## config.mk

```make
export PLATFORM = sky130hd
export DESIGN_NAME = dii_scan
export DESIGN_NICKNAME = d
export VERILOG_FILES = /design/src/design/dii_pkg.sv /design/src/design/dii_scan.sv
export SDC_FILE = /design/constraint.sdc
export NUM_CORES = 1
export LEC_CHECK = 0
export BUFFER_PORTS_ARGS = -buffer_cell sky130_fd_sc_hd__buf_2
export CAP_MARGIN = 5
export CORE_ASPECT_RATIO = 1.75
export CORE_MARGIN = 3
export CORE_UTILIZATION = 63
export DETAILED_ROUTE_END_ITERATION = 7
export PLACE_DENSITY_LB_ADDON = 0.3
export SETUP_SLACK_MARGIN = 0.02
export SKIP_LAST_GASP = 1
export SYNTH_ARGS = -nofsm -noshare
export SYNTH_HDL_FRONTEND = slang
export SYNTH_SLANG_ARGS = --single-unit
```

## constraint.sdc

```tcl
create_clock -name aclk -period 5.4 [get_ports aclk]
set_input_delay 0.54 -clock aclk [delete_from_list [all_inputs] [get_ports aclk]]
set_output_delay 0.54 -clock aclk [all_outputs]
set_load 0.01 [all_outputs]
```

## src/design/dii_pkg.sv

```systemverilog
// ----------------------------------------------------------------------------
// dii_pkg
// Shared types, constants and helpers for the downscaled integral image block.
// ----------------------------------------------------------------------------
package dii_pkg;

    // Field widths fixed by the interface
    localparam int PIX_W   = 8;
    localparam int DIM_W   = 13;
    localparam int PART_W  = 14;
    localparam int SUM_W   = 32;
    localparam int COL_W   = 10;
    localparam int SCALE_W = 3;
    localparam int PADDR_W = 3;
    localparam int PDATA_W = 32;

    // Register word index (paddr[2])
    localparam logic REG_WIDTH  = 1'b0;
    localparam logic REG_HEIGHT = 1'b1;

    // Frame geometry derived from the registers
    typedef struct packed {
        logic [SCALE_W-1:0] scale;
        logic [DIM_W-1:0]   width;
        logic [DIM_W-1:0]   height;
        logic [DIM_W-1:0]   out_w;
        logic [DIM_W-1:0]   out_h;
    } geom_t;

    // Position of one in-range source pixel
    typedef struct packed {
        logic             first;
        logic             last;
        logic             frame_last;
        logic [DIM_W-1:0] orow;
        logic [DIM_W-1:0] blk;
    } pos_t;

    // Register value of 0 acts as 1
    function automatic logic [DIM_W-1:0] eff_dim(input logic [DIM_W-1:0] v);
        eff_dim = (v == '0) ? DIM_W'(1) : v;
    endfunction

    // Smallest s (capped at max_s) with max_w << s >= w; the compares are
    // monotone in s, so s is the count of those that fail
    function automatic logic [SCALE_W-1:0] scale_of(input logic [DIM_W-1:0]   w,
                                                    input logic [DIM_W-1:0]   max_w,
                                                    input logic [SCALE_W-1:0] max_s);
        logic [SCALE_W-1:0] s;
        logic [DIM_W+7:0]   lim;
        s = '0;
        for (int i = 0; i < (1 << SCALE_W) - 1; i++) begin
            lim = (DIM_W+8)'(max_w) << i;
            if (SCALE_W'(i) < max_s && lim < (DIM_W+8)'(w)) begin
                s = s + SCALE_W'(1);
            end
        end
        scale_of = s;
    endfunction

    // Full geometry from the two register values
    function automatic geom_t geom_of(input logic [DIM_W-1:0]   w_raw,
                                      input logic [DIM_W-1:0]   h_raw,
                                      input logic [DIM_W-1:0]   max_w,
                                      input logic [SCALE_W-1:0] max_s);
        geom_t g;
        g.width  = eff_dim(w_raw);
        g.height = eff_dim(h_raw);
        g.scale  = scale_of(g.width, max_w, max_s);
        g.out_w  = g.width >> g.scale;
        if (g.out_w > max_w) begin
            g.out_w = max_w;
        end
        g.out_h  = g.height >> g.scale;
        geom_of  = g;
    endfunction

endpackage

```

## src/design/dii_scan.sv

```systemverilog
// ----------------------------------------------------------------------------
// dii_scan
// Source raster counters and block position decode for each incoming item.
// ----------------------------------------------------------------------------
module dii_scan (
    input  logic           aclk,
    input  logic           aresetn,
    input  logic           restart,
    input  logic           accept,
    input  dii_pkg::geom_t geom,
    output logic           in_range,
    output dii_pkg::pos_t  pos
);
    import dii_pkg::*;

    logic [DIM_W-1:0] col_reg, col_next;
    logic [DIM_W-1:0] row_reg, row_next;
    logic [DIM_W-1:0] mask;
    logic [DIM_W-1:0] blk;
    logic [DIM_W-1:0] orow;
    logic [DIM_W:0]   col_inc;
    logic [DIM_W:0]   row_inc;

    // Block decode
    always_comb begin
        mask     = DIM_W'(((DIM_W+1)'(1) << geom.scale) - (DIM_W+1)'(1));
        blk      = col_reg >> geom.scale;
        orow     = row_reg >> geom.scale;
        in_range = (blk < geom.out_w) && (orow < geom.out_h);
        pos.blk  = blk;
        pos.orow = orow;
        pos.first = ((row_reg & mask) == '0) && ((col_reg & mask) == '0);
        pos.last  = ((row_reg & mask) == mask) && ((col_reg & mask) == mask);
        pos.frame_last = (orow == geom.out_h - DIM_W'(1)) &&
                         (blk == geom.out_w - DIM_W'(1));
    end

    // Raster advance with wrap at width and height
    always_comb begin
        col_inc  = (DIM_W+1)'(col_reg) + (DIM_W+1)'(1);
        row_inc  = (DIM_W+1)'(row_reg) + (DIM_W+1)'(1);
        col_next = col_reg;
        row_next = row_reg;
        if (restart) begin
            col_next = '0;
            row_next = '0;
        end else if (accept) begin
            if (col_inc >= (DIM_W+1)'(geom.width)) begin
                col_next = '0;
                row_next = (row_inc >= (DIM_W+1)'(geom.height)) ? '0 : row_inc[DIM_W-1:0];
            end else begin
                col_next = col_inc[DIM_W-1:0];
            end
        end
    end

    always_ff @(posedge aclk) begin
        if (!aresetn) begin
            col_reg <= '0;
            row_reg <= '0;
        end else begin
            col_reg <= col_next;
            row_reg <= row_next;
        end
    end

endmodule

```

==> impl_results.md <==
- Hold Path Class: reg2reg
- Met2 wire length: 7290 um
- Layout Cells excl Fill: 797
- Critical-path maximum fanout: 38
- Worst setup EP type: output pin
- Root Buffer: clkbuf_16
- Yosys top cell by area: ha_1
- Final hold slack: 0.576 ns
- Vias per cell: 6.54
- Core area: 7620 sq um
- Final min period: 4.14 ns
- Simple-gate share of the synthesized area: 23.8%
- WP data arrival: 3.60 ns
- Sequential share of the synthesized area: 10.5%
- Number of buffers added for setup after CTS: 0
- WL met1: 4950 um
- Syn avg cell area: 7.53 sq um
- Inserted Diodes: 0
- Max cap viols: 0
- Synth warn: 0
- Hold buffers post-CTS: 0
- Synth Area in XOR/XNOR: 8.72%
- Die Width: 73.2 um
- Die height: 124 um
- Initial Utilization: 65.4%
- Clk_skew: 0.00396 ns
- Final setup fails: 0
- Pwr/cell area: 98.8 nW/um^2
- Leakage Power: 2.61 nW
- Post-synth cell types: 63
- Max-slew violation count: 0
- Async set or reset register ratio after synthesis: 0%
- Post-CTS Resized: 0
- Synth Instances: 661
- Vias: 5215
- Multiplexer share of the synthesized area: 13.8%
- Largest family of logic cells by synthesized area: simple AND/OR/NAND/NOR gates
- WL final: 13800 um
- Fin area: 5420 sq um
- Area of the die: 9050 sq um
- Final HPWL DP: 11000 um
- Port buffer count: 88
- Largest net degree at the start of global routing: 42
- Area grow syn2layout: 8.89%
- Fin crit share: 76.6%
- Critical path type: in2out
- Post-Route Setup TNS: 0 ns
- First-pass GRT wire length: 22400 um
- Via count of the first global-routing pass: 5001
- CTS buffer count: 3
- Commonest non-fill, non-tap cells in the layout: 88 x buf_2, 61 x inv_1, 57 x ha_1, 53 x nand2_1, 40 x a21oi_1
- DRT iter0 DRCs: 244
- Post-layout nets: 826
- Worst slew margin: 18.4%
- Slew @ Worst Pin: 1.22 ns
- GRT Overall Usage: 30.7%
- Placed insts: 793
- Number of synthesized flops with an enable pin: 0
- Peak supply drop: 0.000133 V
- Final setup margin: 1.26 ns
- Wirelength per Cell: 17.4 um
- Detail Route met3 WL: 676 um
- Status: finished, final reports clean
- Worst skew pair latency: 0.27 ns
- CTS clock-pin slew for the worst setup and hold paths: 0.06 ns
- Post-Synth Adder-Cell Area: 14.3%
- Final design utilization: 71.2%
- # fillers: 683
- Uppermost layer routed: met4
- CTS tree: yes
- Pwr Total: 536 uW
- Antenna-violating nets left: 0
- Yosys reg bits: 26
- Area share of the largest cell type after synthesis: 14.3%
- Initial antenna violation count: 0
- Achievable Freq: 0.242 GHz
- Post-synthesis instance area: 4980 sq um
- GPL Wtd Cong: 0.960
- Boundary Pins: 89
- GRT overflow: 0
- H-Tree Level Count: 1
- FF+latch area: 520 sq um
- Proportion of layout cells with a drive suffix above 1: 18.5%
- DRC violations left: 0
- Compound-gate portion of the synthesized area: 19.6%
- CTS Buffer Depth: 2
- Area after DPL: 5330 sq um
- CP required: 4.86 ns
- Synth top area cells: ha_1 14%, dfxtp_1 10%, xnor2_1 6.0%, inv_1 4.6%, mux4_1 4.2%
- Setup crit start kind: input pin
- Post-synth top flop: dfxtp_1
- Count of standard-cell rows: 42
- RSZ-0062 raised after global routing: no
- Clk sink count: 26
- Pre-antenna DRT Iters: 5
- Final-report hold violation count: 0
- Syn Nets: 777
- Pre-CTS WS: 1.30 ns
- Most common cell after layout, fill and taps aside: buf_2
- Multi-input combinational cell area: 4000 sq um
==> synth_stat cells, types with 3 or more instances <==
cell and number:
and2_1 5, clkbuf_1 35, nand3_1 32, o21ai_0 36, nor4_1 8, a211oi_1 12, o2111ai_1 3, xor2_1 13
nor3_1 12, or2_2 5, inv_1 61, buf_6 3, o221ai_1 3, o22ai_1 8, a21oi_1 40, nor4b_1 5
mux4_1 8, xnor2_1 34, or3_1 12, a31o_2 4, nor2_1 32, nor3b_1 3, ha_1 57, nand4_1 14
and3_1 16, o31ai_1 3, a211o_1 4, o211ai_1 4, dfxtp_1 26, buf_2 9, mux4_2 7, or4_1 4
nor2b_1 9, nand2b_1 3, a21o_1 9, nand2_1 53, o21a_1 11, a31oi_1 4, mux2i_1 18, mux2_2 11
==> final timing paths <==
check | startpoint | slack (ns) | to | cells past startpoint
hold reg to reg | col_reg[1] | 0.58 | col_reg[1] | 2
hold / removal | col_reg[1] | 0.58 | col_reg[1] | 2
setup / recovery | geom[54] | 1.26 | in_range | 13
setup reg to reg | col_reg[2] | 1.42 | col_reg[5] | 12
==> cells by family after synthesis <==
family                   Yosys count
AO/OA/AOI/OAI                    153
XOR/XNOR                          48
adder cells (fa/ha/maj)           57
buffers and inverters            110
flip-flops                        26
multiplexers                      45
AND/OR/NAND/NOR                  222
==> worst max-delay path: stages <==
cell and delay (ns):
buf_2 0.56, mux2_2 0.43, mux2i_1 0.26, a21oi_1 0.14, ha_1 0.32, nor2b_1 0.14
o21a_1 0.17, o21a_1 0.17, o21a_1 0.17, o2111ai_1 0.18, a211oi_1 0.14, nor3_1 0.20
buf_2 0.16
==> cell type report <==
class / instances / area share [%]
Inverter: 62 / 4.29
Tap cell: 88 / 2.03
Multi-Input combinational cell: 525 / 73.8
Sequential cell: 26 / 9.60
Clock buffer: 4 / 1.64
Timing Repair Buffer: 92 / 8.68
==> per-layer routing <==
layer | vias up | global-route usage [%]
met1 | 2442 | 31.7
met3 | 62 | 1.70
met2 | 212 | 57.1
met5 | - | 0
met4 | 0 | 21.5
li1 | 2499 | -
==> power by group <==
group / leakage [nW] / internal [mW] / switching [mW]
registers: 0.209 / 0.192 / 0.00127
clock network: 0.0442 / 0.114 / 0.0691
logic: 2.36 / 0.0670 / 0.0924
No activity file was read; power rests on OpenSTA's default activity.
