===== src/design/dii_pkg.sv =====
// ----------------------------------------------------------------------------
// dii_pkg
// Shared types, constants and helpers for the downscaled integral image block.
// ----------------------------------------------------------------------------
package dii_pkg;

    // Field widths fixed by the interface
    localparam int PIX_W   = 8;
    localparam int DIM_W   = 13;
    localparam int PART_W  = 14;
    localparam int SUM_W   = 32;
    localparam int COL_W   = 10;
    localparam int SCALE_W = 3;
    localparam int PADDR_W = 3;
    localparam int PDATA_W = 32;

    // Register word index (paddr[2])
    localparam logic REG_WIDTH  = 1'b0;
    localparam logic REG_HEIGHT = 1'b1;

    // Frame geometry derived from the registers
    typedef struct packed {
        logic [SCALE_W-1:0] scale;
        logic [DIM_W-1:0]   width;
        logic [DIM_W-1:0]   height;
        logic [DIM_W-1:0]   out_w;
        logic [DIM_W-1:0]   out_h;
    } geom_t;

    // Position of one in-range source pixel
    typedef struct packed {
        logic             first;
        logic             last;
        logic             frame_last;
        logic [DIM_W-1:0] orow;
        logic [DIM_W-1:0] blk;
    } pos_t;

    // Register value of 0 acts as 1
    function automatic logic [DIM_W-1:0] eff_dim(input logic [DIM_W-1:0] v);
        eff_dim = (v == '0) ? DIM_W'(1) : v;
    endfunction

    // Smallest s (capped at max_s) with max_w << s >= w; the compares are
    // monotone in s, so s is the count of those that fail
    function automatic logic [SCALE_W-1:0] scale_of(input logic [DIM_W-1:0]   w,
                                                    input logic [DIM_W-1:0]   max_w,
                                                    input logic [SCALE_W-1:0] max_s);
        logic [SCALE_W-1:0] s;
        logic [DIM_W+7:0]   lim;
        s = '0;
        for (int i = 0; i < (1 << SCALE_W) - 1; i++) begin
            lim = (DIM_W+8)'(max_w) << i;
            if (SCALE_W'(i) < max_s && lim < (DIM_W+8)'(w)) begin
                s = s + SCALE_W'(1);
            end
        end
        scale_of = s;
    endfunction

    // Full geometry from the two register values
    function automatic geom_t geom_of(input logic [DIM_W-1:0]   w_raw,
                                      input logic [DIM_W-1:0]   h_raw,
                                      input logic [DIM_W-1:0]   max_w,
                                      input logic [SCALE_W-1:0] max_s);
        geom_t g;
        g.width  = eff_dim(w_raw);
        g.height = eff_dim(h_raw);
        g.scale  = scale_of(g.width, max_w, max_s);
        g.out_w  = g.width >> g.scale;
        if (g.out_w > max_w) begin
            g.out_w = max_w;
        end
        g.out_h  = g.height >> g.scale;
        geom_of  = g;
    endfunction

endpackage


===== src/design/dii_cfg.sv =====
// ----------------------------------------------------------------------------
// dii_cfg
// APB register file for width and height, with registered frame geometry.
// ----------------------------------------------------------------------------
module dii_cfg #(
    parameter int MAX_OUT_WIDTH  = 960,
    parameter int MAX_SCALE_LOG2 = 3
) (
    input  logic                         aclk,
    input  logic                         aresetn,
    input  logic                         psel,
    input  logic                         penable,
    input  logic                         pwrite,
    input  logic [dii_pkg::PADDR_W-1:0]  paddr,
    input  logic [dii_pkg::PDATA_W-1:0]  pwdata,
    output logic [dii_pkg::PDATA_W-1:0]  prdata,
    output logic                         pready,
    output dii_pkg::geom_t               geom,
    output logic                         restart
);
    import dii_pkg::*;

    localparam logic [DIM_W-1:0]   MaxW = DIM_W'(MAX_OUT_WIDTH);
    localparam logic [SCALE_W-1:0] MaxS = SCALE_W'(MAX_SCALE_LOG2);
    localparam logic [DIM_W-1:0]   WidthRst  = DIM_W'(640);
    localparam logic [DIM_W-1:0]   HeightRst = DIM_W'(480);

    logic [DIM_W-1:0] width_reg, width_next;
    logic [DIM_W-1:0] height_reg, height_next;
    geom_t            geom_reg;
    logic             wr_en;

    assign pready  = 1'b1;
    assign wr_en   = psel & penable & pwrite;
    assign restart = wr_en;

    // Register write decode
    always_comb begin
        width_next  = width_reg;
        height_next = height_reg;
        if (wr_en) begin
            case (paddr[2])
                REG_WIDTH:  width_next  = pwdata[DIM_W-1:0];
                REG_HEIGHT: height_next = pwdata[DIM_W-1:0];
                default:    width_next  = width_reg;
            endcase
        end
    end

    // Geometry is registered from the new values, so it updates together with the registers
    always_ff @(posedge aclk) begin
        if (!aresetn) begin
            width_reg  <= WidthRst;
            height_reg <= HeightRst;
            geom_reg   <= geom_of(WidthRst, HeightRst, MaxW, MaxS);
        end else begin
            width_reg  <= width_next;
            height_reg <= height_next;
            geom_reg   <= geom_of(width_next, height_next, MaxW, MaxS);
        end
    end

    // Read back
    always_comb begin
        case (paddr[2])
            REG_WIDTH:  prdata = PDATA_W'(width_reg);
            REG_HEIGHT: prdata = PDATA_W'(height_reg);
            default:    prdata = '0;
        endcase
    end

    assign geom = geom_reg;

endmodule


===== config.mk =====
export PLATFORM = sky130hd
export DESIGN_NAME = dii_cfg
export DESIGN_NICKNAME = d
export VERILOG_FILES = /design/src/design/dii_pkg.sv /design/src/design/dii_cfg.sv
export SDC_FILE = /design/constraint.sdc
export NUM_CORES = 1
export LEC_CHECK = 0
export ABC_AREA = 1
export BUFFER_PORTS_ARGS = -buffer_cell sky130_fd_sc_hd__buf_2
export CAP_MARGIN = 30
export CORE_ASPECT_RATIO = 1.5
export CORE_MARGIN = 4
export CORE_UTILIZATION = 30
export CTS_BUF_LIST = sky130_fd_sc_hd__clkbuf_2
export CTS_CLUSTER_DIAMETER = 200
export DETAILED_ROUTE_END_ITERATION = 7
export MAX_ROUTING_LAYER = met4
export SLEW_MARGIN = 30
export SYNTH_ARGS = -nofsm -noshare
export SYNTH_HDL_FRONTEND = slang
export SYNTH_SLANG_ARGS = --single-unit

===== constraint.sdc =====
create_clock -name aclk -period 4.7 [get_ports aclk]
set_input_delay 0.94 -clock aclk [delete_from_list [all_inputs] [get_ports aclk]]
set_output_delay 0.94 -clock aclk [all_outputs]
set_load 0.01 [all_outputs]

==> summary.md <==
| Metric | Value |
|---|---|
| RSZ-0062 raised after global routing | `false` |
| Die W | `around 100 microns` |
| H-tree Lvls | `3` |
| Clock Tree Root | `clkbuf_2` |
| Worst-Skew Late Latency | `slightly below 0.6 ns` |
| Clock Sinks | `between 80 and 90` |
| Vias per cell | `4.46` |
| Proportion of netlist area held by the largest area contributor | `about two fifths` |
| Total power | `1.64 mW` |
| Top_reg_cell synth | `dfxtp_1` |
| Detailed-route via count | `about 3,900` |
| Post-Synth Simple-Gate Area | `a little under two fifths` |
| Number of global-route vias before repair | `between 3,000 and 4,000` |
| Grt ovf | `0` |
| Bufs and invs on worst path | `5` |
| Worst Tran Pin Value | `about 0.89 ns` |
| CTS Hold Bufs | `0` |
| Setup Skew | `0.0532 ns` |
| Required time worst endpoint | `~5.2 ns` |
| Max FFs per register | `55` |
| Antenna Nets Post-Route | `0` |
| Max-slew violation count | `0` |
| Syn-to-layout area delta | `18.2%` |
| Period utilization | `85.5%` |
| Asr flop ratio synth | `0%` |
| Startpoint Class | `input pin` |
| Initial antenna violation count | `1` |
| Largest net degree at the start of global routing | `46` |
| Die height | `151 microns` |
| Postcts setup bufs | `0` |
| Final Cell Area | `4840 sq um` |
| CP Max Fanout | `11` |
| Final setup fails | `0` |
| Pwr/cell area | `about 340 nW/um^2` |
| Drt wl/cell | `13.0 microns` |
| Crit Path Class | `input pin to flop` |
| Largest family of logic cells by synthesized area | `simple AND/OR/NAND/NOR gates` |
| Minimum clock period | `about 4.0 ns` |
| Total CTS buffers | `9` |
| Yosys warning count | `0` |
| Die area | `between 15,000 and 20,000 sq um` |
| Synth cell types | `33` |
| Setup TNS | `0 ns` |
| CTS tree | `done` |
| First-pass GRT wire length | `17,600 microns` |
| Synth area leaders | `dfxtp_1 (40%), nand2_1 (17%), nor2_1 (6.7%)` |
| Routed wire length | `approximately 11,000 microns` |
| Total core area | `between 10,000 and 15,000 sq um` |
| Fin. Hold Viols | `0` |
| Max stage delay on crit path | `0.36 ns` |
| Sequential-to-total area share from yosys stat | `39.6%` |
| NumNets Final | `between 700 and 800` |
| Synth top cells by count | `nand2_1 (182), dfxtp_1 (81), nor2_1 (73)` |
| DRC Markers | `0` |
| Top delay family on crit path | `simple AND/OR/NAND/NOR gates` |
| Worst vdd ir | `roughly 100 uV` |
| Outcome | `finished, final reports clean` |
| Starting density of the core | `30.4%` |
| Top Ports | `between 100 and 150` |
| Worst EP arrival | `roughly 4.6 ns` |
| IO buf count | `a little under 90` |
| Syn Std Cell Area | `a little over 4000 sq um` |
| Hpwl dp | `between 8000 and 9000 microns` |
| Max cap viols | `0` |
| Worst-path clk slew | `0.25 ns` |
| Worst Setup End Kind | `flop` |
| XOR/XNOR Fraction of Synth Area | `0%` |
| Clk buf depth | `2` |
| Hold slack | `0.608 ns` |
| Avg Cell Area, Syn | `6.83 sq um` |
| First-pass detailed-route iteration total | `5` |
| Initial DRC count | `180` |
| Share of layout cells above drive strength 1 | `24.9%` |
| Gr usage total | `15.1%` |
| Post-synthesis adder-cell area fraction | `0.611%` |
| Slew headroom | `between 40% and 50%` |
| Complex-gate fraction of the synthesized area | `approximately 9.7%` |
| Fmax achieved | `about 250 MHz` |
| Post-CTS Resized | `0` |
| Cell with the most instances after synthesis | `nand2_1` |
| Hold WC Path Type | `flop to flop` |
| Synth Instances | `600` |
| Pleak | `around 2.6 nW` |
| Row count | `52` |
| Synth Register Bits | `approximately 80` |
| Slowest cell on crit path | `ha_1` |
| Largest area contributor in the netlist | `dfxtp_1` |
| Mux contribution to synthesized area | `less than 1%` |
| Routability congestion estimate | `roughly 0.85` |
| Most Frequent Cell on Critical Path | `nand2_1` |
| Dpl cell area | `between 4000 and 5000 sq um` |
| EDFF count, synth | `0` |
[worst paths after layout]
path | start | to | slack (ns) | cells past startpoint
setup / recovery | penable | geom[13] | 0.68 | 31
hold / removal | height_reg[3] | height_reg[3] | 0.61 | 2
setup reg to reg | width_reg[4] | geom[13] | 0.99 | 29
hold reg to reg | height_reg[3] | height_reg[3] | 0.61 | 2
[placed cells by master, fill, tap and decap left out, types with 2 or more instances in the layout]
master	synthesis	final
a21oi_1	4	4
a22o_1	2	2
a31oi_1	2	2
buf_12	0	2
buf_2	5	87
buf_4	22	21
clkbuf_2	0	9
clkinv_4	0	2
conb_1	2	23
dfxtp_1	81	81
ha_1	2	2
inv_1	51	51
inv_2	8	8
inv_6	0	2
nand2_1	182	182
nand2_2	14	14
nand2_4	5	5
nand3_1	40	40
nand3_2	6	6
nand4_1	4	4
nor2_1	73	73
nor2_2	7	7
nor3_1	5	5
o21ai_0	48	48
o21ai_1	4	4
o21ai_2	5	5
o22ai_1	4	4
[power breakdown]
| group | switching (mW) | total [mW] | internal [mW] |
|---|---|---|---|
| registers | 0.0127 | 0.751 | 0.738 |
| logic | 0.326 | 0.494 | 0.168 |
| clock network | 0.267 | 0.395 | 0.127 |
[area by class of cell]
class / count / area (sq um)
Antenna cell: 1 / 2.50
Clock buffer: 9 / 45.0
Clock inverter: 7 / 77.6
Fill cell: 1489 / 8630
Inverter: 60 / 228
Multi-Input combinational cell: 437 / 2030
Sequential cell: 81 / 1620
Tap cell: 162 / 203
Timing Repair Buffer: 110 / 633
[kinds of logic after synthesis]
family,count (synthesis)
DFF,81
other,2
and+or+nand+nor,340
AOI/OAI and AO/OA,71
adders and majority gates,2
buffers and inverters,103
muxes,1
[worst min-delay path: stages (launching register included)]
cell     delay (ns)
dfxtp_1        0.38
mux2i_1        0.12
nor2_1         0.10
[stage by stage]
| stage | utilization (%) | std cells | worst slack [ns] |
|---|---|---|---|
| finish | 35.9 | 867 | 0.680 |
| global route | 35.9 | 867 | 0.244 |
| global placement | 35.0 | 850 | 0.129 |
| floorplan | - | 621 | 0.746 |
| CTS | 35.9 | 866 | 0.704 |
| detailed placement | 35.0 | 850 | 0.0544 |
[metal layers]
metal	GRT usage, %	vias up	wire length, microns
met5	-	-	0
met2	28.2	97	6280
met3	2.21	23	547
met1	14.8	1707	4090
li1	-	2037	-
met4	7.65	0	365
(Power assumes the default switching activity.)
