### src/design/dii_pkg.sv
// ----------------------------------------------------------------------------
// dii_pkg
// Shared types, constants and helpers for the downscaled integral image block.
// ----------------------------------------------------------------------------
package dii_pkg;

    // Field widths fixed by the interface
    localparam int PIX_W   = 8;
    localparam int DIM_W   = 13;
    localparam int PART_W  = 14;
    localparam int SUM_W   = 32;
    localparam int COL_W   = 10;
    localparam int SCALE_W = 3;
    localparam int PADDR_W = 3;
    localparam int PDATA_W = 32;

    // Register word index (paddr[2])
    localparam logic REG_WIDTH  = 1'b0;
    localparam logic REG_HEIGHT = 1'b1;

    // Frame geometry derived from the registers
    typedef struct packed {
        logic [SCALE_W-1:0] scale;
        logic [DIM_W-1:0]   width;
        logic [DIM_W-1:0]   height;
        logic [DIM_W-1:0]   out_w;
        logic [DIM_W-1:0]   out_h;
    } geom_t;

    // Position of one in-range source pixel
    typedef struct packed {
        logic             first;
        logic             last;
        logic             frame_last;
        logic [DIM_W-1:0] orow;
        logic [DIM_W-1:0] blk;
    } pos_t;

    // Register value of 0 acts as 1
    function automatic logic [DIM_W-1:0] eff_dim(input logic [DIM_W-1:0] v);
        eff_dim = (v == '0) ? DIM_W'(1) : v;
    endfunction

    // Smallest s (capped at max_s) with max_w << s >= w; the compares are
    // monotone in s, so s is the count of those that fail
    function automatic logic [SCALE_W-1:0] scale_of(input logic [DIM_W-1:0]   w,
                                                    input logic [DIM_W-1:0]   max_w,
                                                    input logic [SCALE_W-1:0] max_s);
        logic [SCALE_W-1:0] s;
        logic [DIM_W+7:0]   lim;
        s = '0;
        for (int i = 0; i < (1 << SCALE_W) - 1; i++) begin
            lim = (DIM_W+8)'(max_w) << i;
            if (SCALE_W'(i) < max_s && lim < (DIM_W+8)'(w)) begin
                s = s + SCALE_W'(1);
            end
        end
        scale_of = s;
    endfunction

    // Full geometry from the two register values
    function automatic geom_t geom_of(input logic [DIM_W-1:0]   w_raw,
                                      input logic [DIM_W-1:0]   h_raw,
                                      input logic [DIM_W-1:0]   max_w,
                                      input logic [SCALE_W-1:0] max_s);
        geom_t g;
        g.width  = eff_dim(w_raw);
        g.height = eff_dim(h_raw);
        g.scale  = scale_of(g.width, max_w, max_s);
        g.out_w  = g.width >> g.scale;
        if (g.out_w > max_w) begin
            g.out_w = max_w;
        end
        g.out_h  = g.height >> g.scale;
        geom_of  = g;
    endfunction

endpackage

### src/design/dii_accum.sv
// ----------------------------------------------------------------------------
// dii_accum
// Item register, block and row accumulation, and result register.
// ----------------------------------------------------------------------------
module dii_accum #(
    parameter int AW = 10
) (
    input  logic                        aclk,
    input  logic                        aresetn,
    input  logic                        restart,
    input  dii_pkg::geom_t              geom,
    // incoming item
    input  logic                        load,
    input  logic [dii_pkg::PIX_W-1:0]   pix,
    input  dii_pkg::pos_t               pos,
    output logic                        busy_hold,
    // store read data, write ports
    input  logic [dii_pkg::PART_W-1:0]  part_rd,
    input  logic [dii_pkg::SUM_W-1:0]   prev_rd,
    output logic                        part_we,
    output logic                        prev_we,
    output logic [AW-1:0]               waddr,
    output logic [dii_pkg::PART_W-1:0]  part_wd,
    output logic [dii_pkg::SUM_W-1:0]   prev_wd,
    // result channel
    output logic                        m_valid,
    input  logic                        m_ready,
    output logic [dii_pkg::SUM_W-1:0]   m_integral_value,
    output logic [dii_pkg::DIM_W-1:0]   m_out_row,
    output logic [dii_pkg::COL_W-1:0]   m_out_col,
    output logic                        m_frame_last
);
    import dii_pkg::*;

    logic             a_valid_reg;
    logic [PIX_W-1:0] a_pix_reg;
    pos_t             a_pos_reg;
    logic [SUM_W-1:0] rs_reg, rs_next;
    logic [SUM_W-1:0] row_sum;
    logic [SUM_W-1:0] value;
    logic             advance;
    logic             emit;

    logic             m_valid_reg;
    logic [SUM_W-1:0] m_value_reg;
    logic [DIM_W-1:0] m_row_reg;
    logic [COL_W-1:0] m_col_reg;
    logic             m_last_reg;

    // Stage moves on unless it holds a result and the output is full and not ready
    assign emit      = a_valid_reg & a_pos_reg.last;
    assign advance   = a_valid_reg & (~a_pos_reg.last | ~m_valid_reg | m_ready);
    assign busy_hold = a_valid_reg & ~advance;

    // Block partial, row running sum and integral value
    always_comb begin
        part_wd = a_pos_reg.first ? PART_W'(a_pix_reg) : part_rd + PART_W'(a_pix_reg);
        row_sum = (a_pos_reg.blk == '0) ? SUM_W'(part_wd) : rs_reg + SUM_W'(part_wd);
        value   = (row_sum >> {geom.scale, 1'b0}) +
                  ((a_pos_reg.orow != '0) ? prev_rd : '0);
        prev_wd = value;
        rs_next = rs_reg;
        if (restart) begin
            rs_next = '0;
        end else if (advance && emit) begin
            rs_next = row_sum;
        end
    end

    assign waddr   = a_pos_reg.blk[AW-1:0];
    assign part_we = advance;
    assign prev_we = advance & emit;

    // Item register
    always_ff @(posedge aclk) begin
        if (!aresetn) begin
            a_valid_reg <= 1'b0;
            rs_reg      <= '0;
        end else begin
            rs_reg <= rs_next;
            if (load) begin
                a_valid_reg <= 1'b1;
            end else if (advance) begin
                a_valid_reg <= 1'b0;
            end
        end
    end

    always_ff @(posedge aclk) begin
        if (load) begin
            a_pix_reg <= pix;
            a_pos_reg <= pos;
        end
    end

    // Result register
    always_ff @(posedge aclk) begin
        if (!aresetn) begin
            m_valid_reg <= 1'b0;
        end else if (advance && emit) begin
            m_valid_reg <= 1'b1;
        end else if (m_ready) begin
            m_valid_reg <= 1'b0;
        end
    end

    always_ff @(posedge aclk) begin
        if (advance && emit) begin
            m_value_reg <= value;
            m_row_reg   <= a_pos_reg.orow;
            m_col_reg   <= a_pos_reg.blk[COL_W-1:0];
            m_last_reg  <= a_pos_reg.frame_last;
        end
    end

    assign m_valid          = m_valid_reg;
    assign m_integral_value = m_value_reg;
    assign m_out_row        = m_row_reg;
    assign m_out_col        = m_col_reg;
    assign m_frame_last     = m_last_reg;

endmodule

### config.mk
export PLATFORM = sky130hd
export DESIGN_NAME = dii_accum
export DESIGN_NICKNAME = d
export VERILOG_FILES = /design/src/design/dii_pkg.sv /design/src/design/dii_accum.sv
export SDC_FILE = /design/constraint.sdc
export NUM_CORES = 1
export LEC_CHECK = 0
export ABC_CLOCK_PERIOD_IN_PS = 10400
export BUFFER_PORTS_ARGS = -buffer_cell sky130_fd_sc_hd__buf_2
export CAP_MARGIN = 20
export CORE_ASPECT_RATIO = 1.4
export CORE_UTILIZATION = 58
export DETAILED_ROUTE_END_ITERATION = 10
export PLACE_DENSITY = 0.91
export SETUP_SLACK_MARGIN = 0.15
export SLEW_MARGIN = 20
export SYNTH_ARGS = -nofsm -noshare
export SYNTH_HDL_FRONTEND = slang
export SYNTH_SLANG_ARGS = --single-unit
### constraint.sdc
create_clock -name aclk -period 10.4 [get_ports aclk]
set_input_delay 0.52 -clock aclk [delete_from_list [all_inputs] [get_ports aclk]]
set_output_delay 0.52 -clock aclk [all_outputs]
set_load 0.01 [all_outputs]
==> flow_summary.ini <==
[outcome]
status = finished, final reports clean

[yosys]
syn_avg_cell_area_sq_um = 9.18
synthTopCellsByCount = 102 x nor2_1, 93 x edfxtp_1, 82 x nand2_1
post-synth-top-area-cell = edfxtp_1
async_reset_ff_frac = 0
yosysTopAreaCellShare = 0.303
syn_nets = 1203
syn-instance-count = 1004
synth-seq-cells = 127
ys.flop_type = edfxtp_1
synth.distinct_cells = 74
ys_warn_count = 0
synthTopCellsByArea = edfxtp_1 30%, dfxtp_1 7.4%, ha_1 7.2%, nor2_1 4.2%, a21oi_1 4.0%
synthMostInstantiatedCell = nor2_1
synth-edff-count = 93
synth_area_sq_um = 9220
seq_area_frac_synth = 0.377

[die]
design.die.area_sq_um = 16400
die_y_um = 151
coreArea_sq_um = 15500
start_util = 0.593
die_w_um = 109
ios = 259
rows = 54

[timing]
slew_violations = 0
finalSetupTns_ns = 0
fmax_ghz = 0.107
fin_crit_ns = 9.33
finClkSkew_ns = 0.0101
hold_viol_final = 0
fin_worst_hold_slack_ns = 0.257
setup_violations = 0
max_slew.worst_pin.slew_ns = 1.09
relSlewSlack = 0.272
post-route-period-util = 0.897
rsz0062_at_grt = no
fin_ws_ns = 1.07

[critical_path]
slowest_stage = o311ai_0
cpLargestDelayFamily = compound AO/OA/AOI/OAI gates
crit_required_ns = 9.88
cpPeakStageDelay_ns = 0.70
endpoint_kind = output pin
arrival_ns = 8.81
setup.worst_path.class = reg -> out
crit_buf_inv = 2
path_max_fanout = 6
worstSetupStartpointType = flip-flop

[clock_network]
root_buffer = clkbuf_16
ctsResizeCount = 0
cts_hold_buf = 0
cts_max_level = 4
clk_pin_slew_ns = 0.07
clk_latency_ns = 0.43
cts_buffer_depth = 2
cts_setup_buffers = 0
cts_sinks = 127
cts_buffers = 17
cts_tree = done

[placed_design]
placed_area_sq_um = 10300
gp_congestion = 0.954
dp_hpwl_um = 19400
post-place-ws_ns = 1.63
numPortBuffers = 206

[route]
dr.pass1.iters = 7
wire_per_inst_um = 19.8
drcViolationCount = 0
via_count = 9114
routed_wirelength_um = 27400
via_per_inst = 6.58
final_antenna_net_count = 0
initialDrtViolationCount = 853

[power_and_ir_drop]
seqPwrFrac = 0.376
power_density_nw_per_um2 = 144
ir_drop_mv = 0.112
pwr-share-comb = 0.232
cellInternalPower_mw = 1.06
switching_power_uw = 507
p_leak_nw = 4.50
switching_share = 0.324
p_clk_frac = 0.392

[final_layout]
regArea_sq_um = 3470
final_util = 0.700
drive_above_1_share = 0.231
fin_nets = 1374
fillers = 1172
multi_input_area_sq_um = 5380
final_area_sq_um = 10900
syn2layout_area_growth_pct = 18.0

[grt]
grt_pass1_vias = 8465
grt_pass1_wl_um = 41700
grt_max_degree = 66
track_usage = 0.331
antenna_found_initial = 1
grt_overflow = 0

[min_path]
hold_path_class = in -> reg

[run]
max_cap_viol_count = 0
-- power by group through the flow --
| stage | clock network, mW | logic, mW | registers (mW) |
|---|---|---|---|
| detailed placement | 0 | 0.353 | 0.599 |
| global placement | 0 | 0.343 | 0.597 |
| global route | 0.634 | 0.391 | 0.591 |
| finish | 0.614 | 0.364 | 0.589 |
| floorplan | 0 | 0.228 | 0.601 |
| CTS | 0.613 | 0.358 | 0.589 |
-- cell families (layout without fill, tap and decap cells) --
logic type	after synthesis	in the layout	synth area share
adders and majority gates	56	56	0.0785
AOI/OAI and AO/OA	308	308	0.227
DFF	127	127	0.377
muxes	39	39	0.0529
other	0	1	0
and+or+nand+nor	330	330	0.171
buffers and inverters	87	271	0.0400
xor gates and xnor gates	57	57	0.0542
-- path summary, 6_finish.rpt --
kind	startpoint	to	slack, ns	depth (start not counted)
max	a_pix_reg[0]	prev_wd[31]	1.07	30
min	pos[12]	a_pos_reg[12]	0.26	1
max reg2reg	a_pix_reg[0]	m_integral_value[31]	1.99	29
min reg2reg	a_pos_reg[26]	m_frame_last	0.44	0
-- per-stage QoR --
stage / total power [mW] / instances
global placement: 0.940 / 1351
CTS: 1.56 / 1383
finish: 1.57 / 1385
detailed placement: 0.952 / 1351
global route: 1.62 / 1385
floorplan: 0.829 / 1004
-- layout by cell type, fill, tap and decap left out, types with 8 or more instances in the layout --
master / n
a211oi_1: 34
a21boi_0: 8
a21o_1: 20
a21oi_1: 73
a22oi_1: 13
and2_1: 34
and3_1: 12
buf_2: 206
clkbuf_16: 17
dfxtp_1: 34
edfxtp_1: 93
ha_1: 53
inv_1: 25
mux2_2: 8
mux2i_1: 24
nand2_1: 82
nand2b_1: 9
nand3_1: 20
nand4_1: 10
nor2_1: 102
nor2b_1: 8
nor3_1: 27
o21a_1: 20
o21ai_0: 61
xnor2_1: 40
xor2_1: 17
-- final cells by class --
type / count / area share
multi-input combinational: 790 / 0.494
sequential: 127 / 0.319
timing repair buffer: 213 / 0.100
clock buffer: 17 / 0.0391
tap: 196 / 0.0226
clock inverter: 15 / 0.0148
inverter: 26 / 0.00909
antenna: 1 / 0.000230
-- routing by layer --
metal  share of wire  track usage  vias up  wire length [um]
met5               0            0        -                 0
met4           0.061        0.218        0              1660
met3           0.095       0.0706      155              2590
met2            0.49        0.583      689             13500
met1            0.35        0.353     4166              9630
li1                -            -     4104                 -
Note: power is estimated with default switching activity, not from simulation.
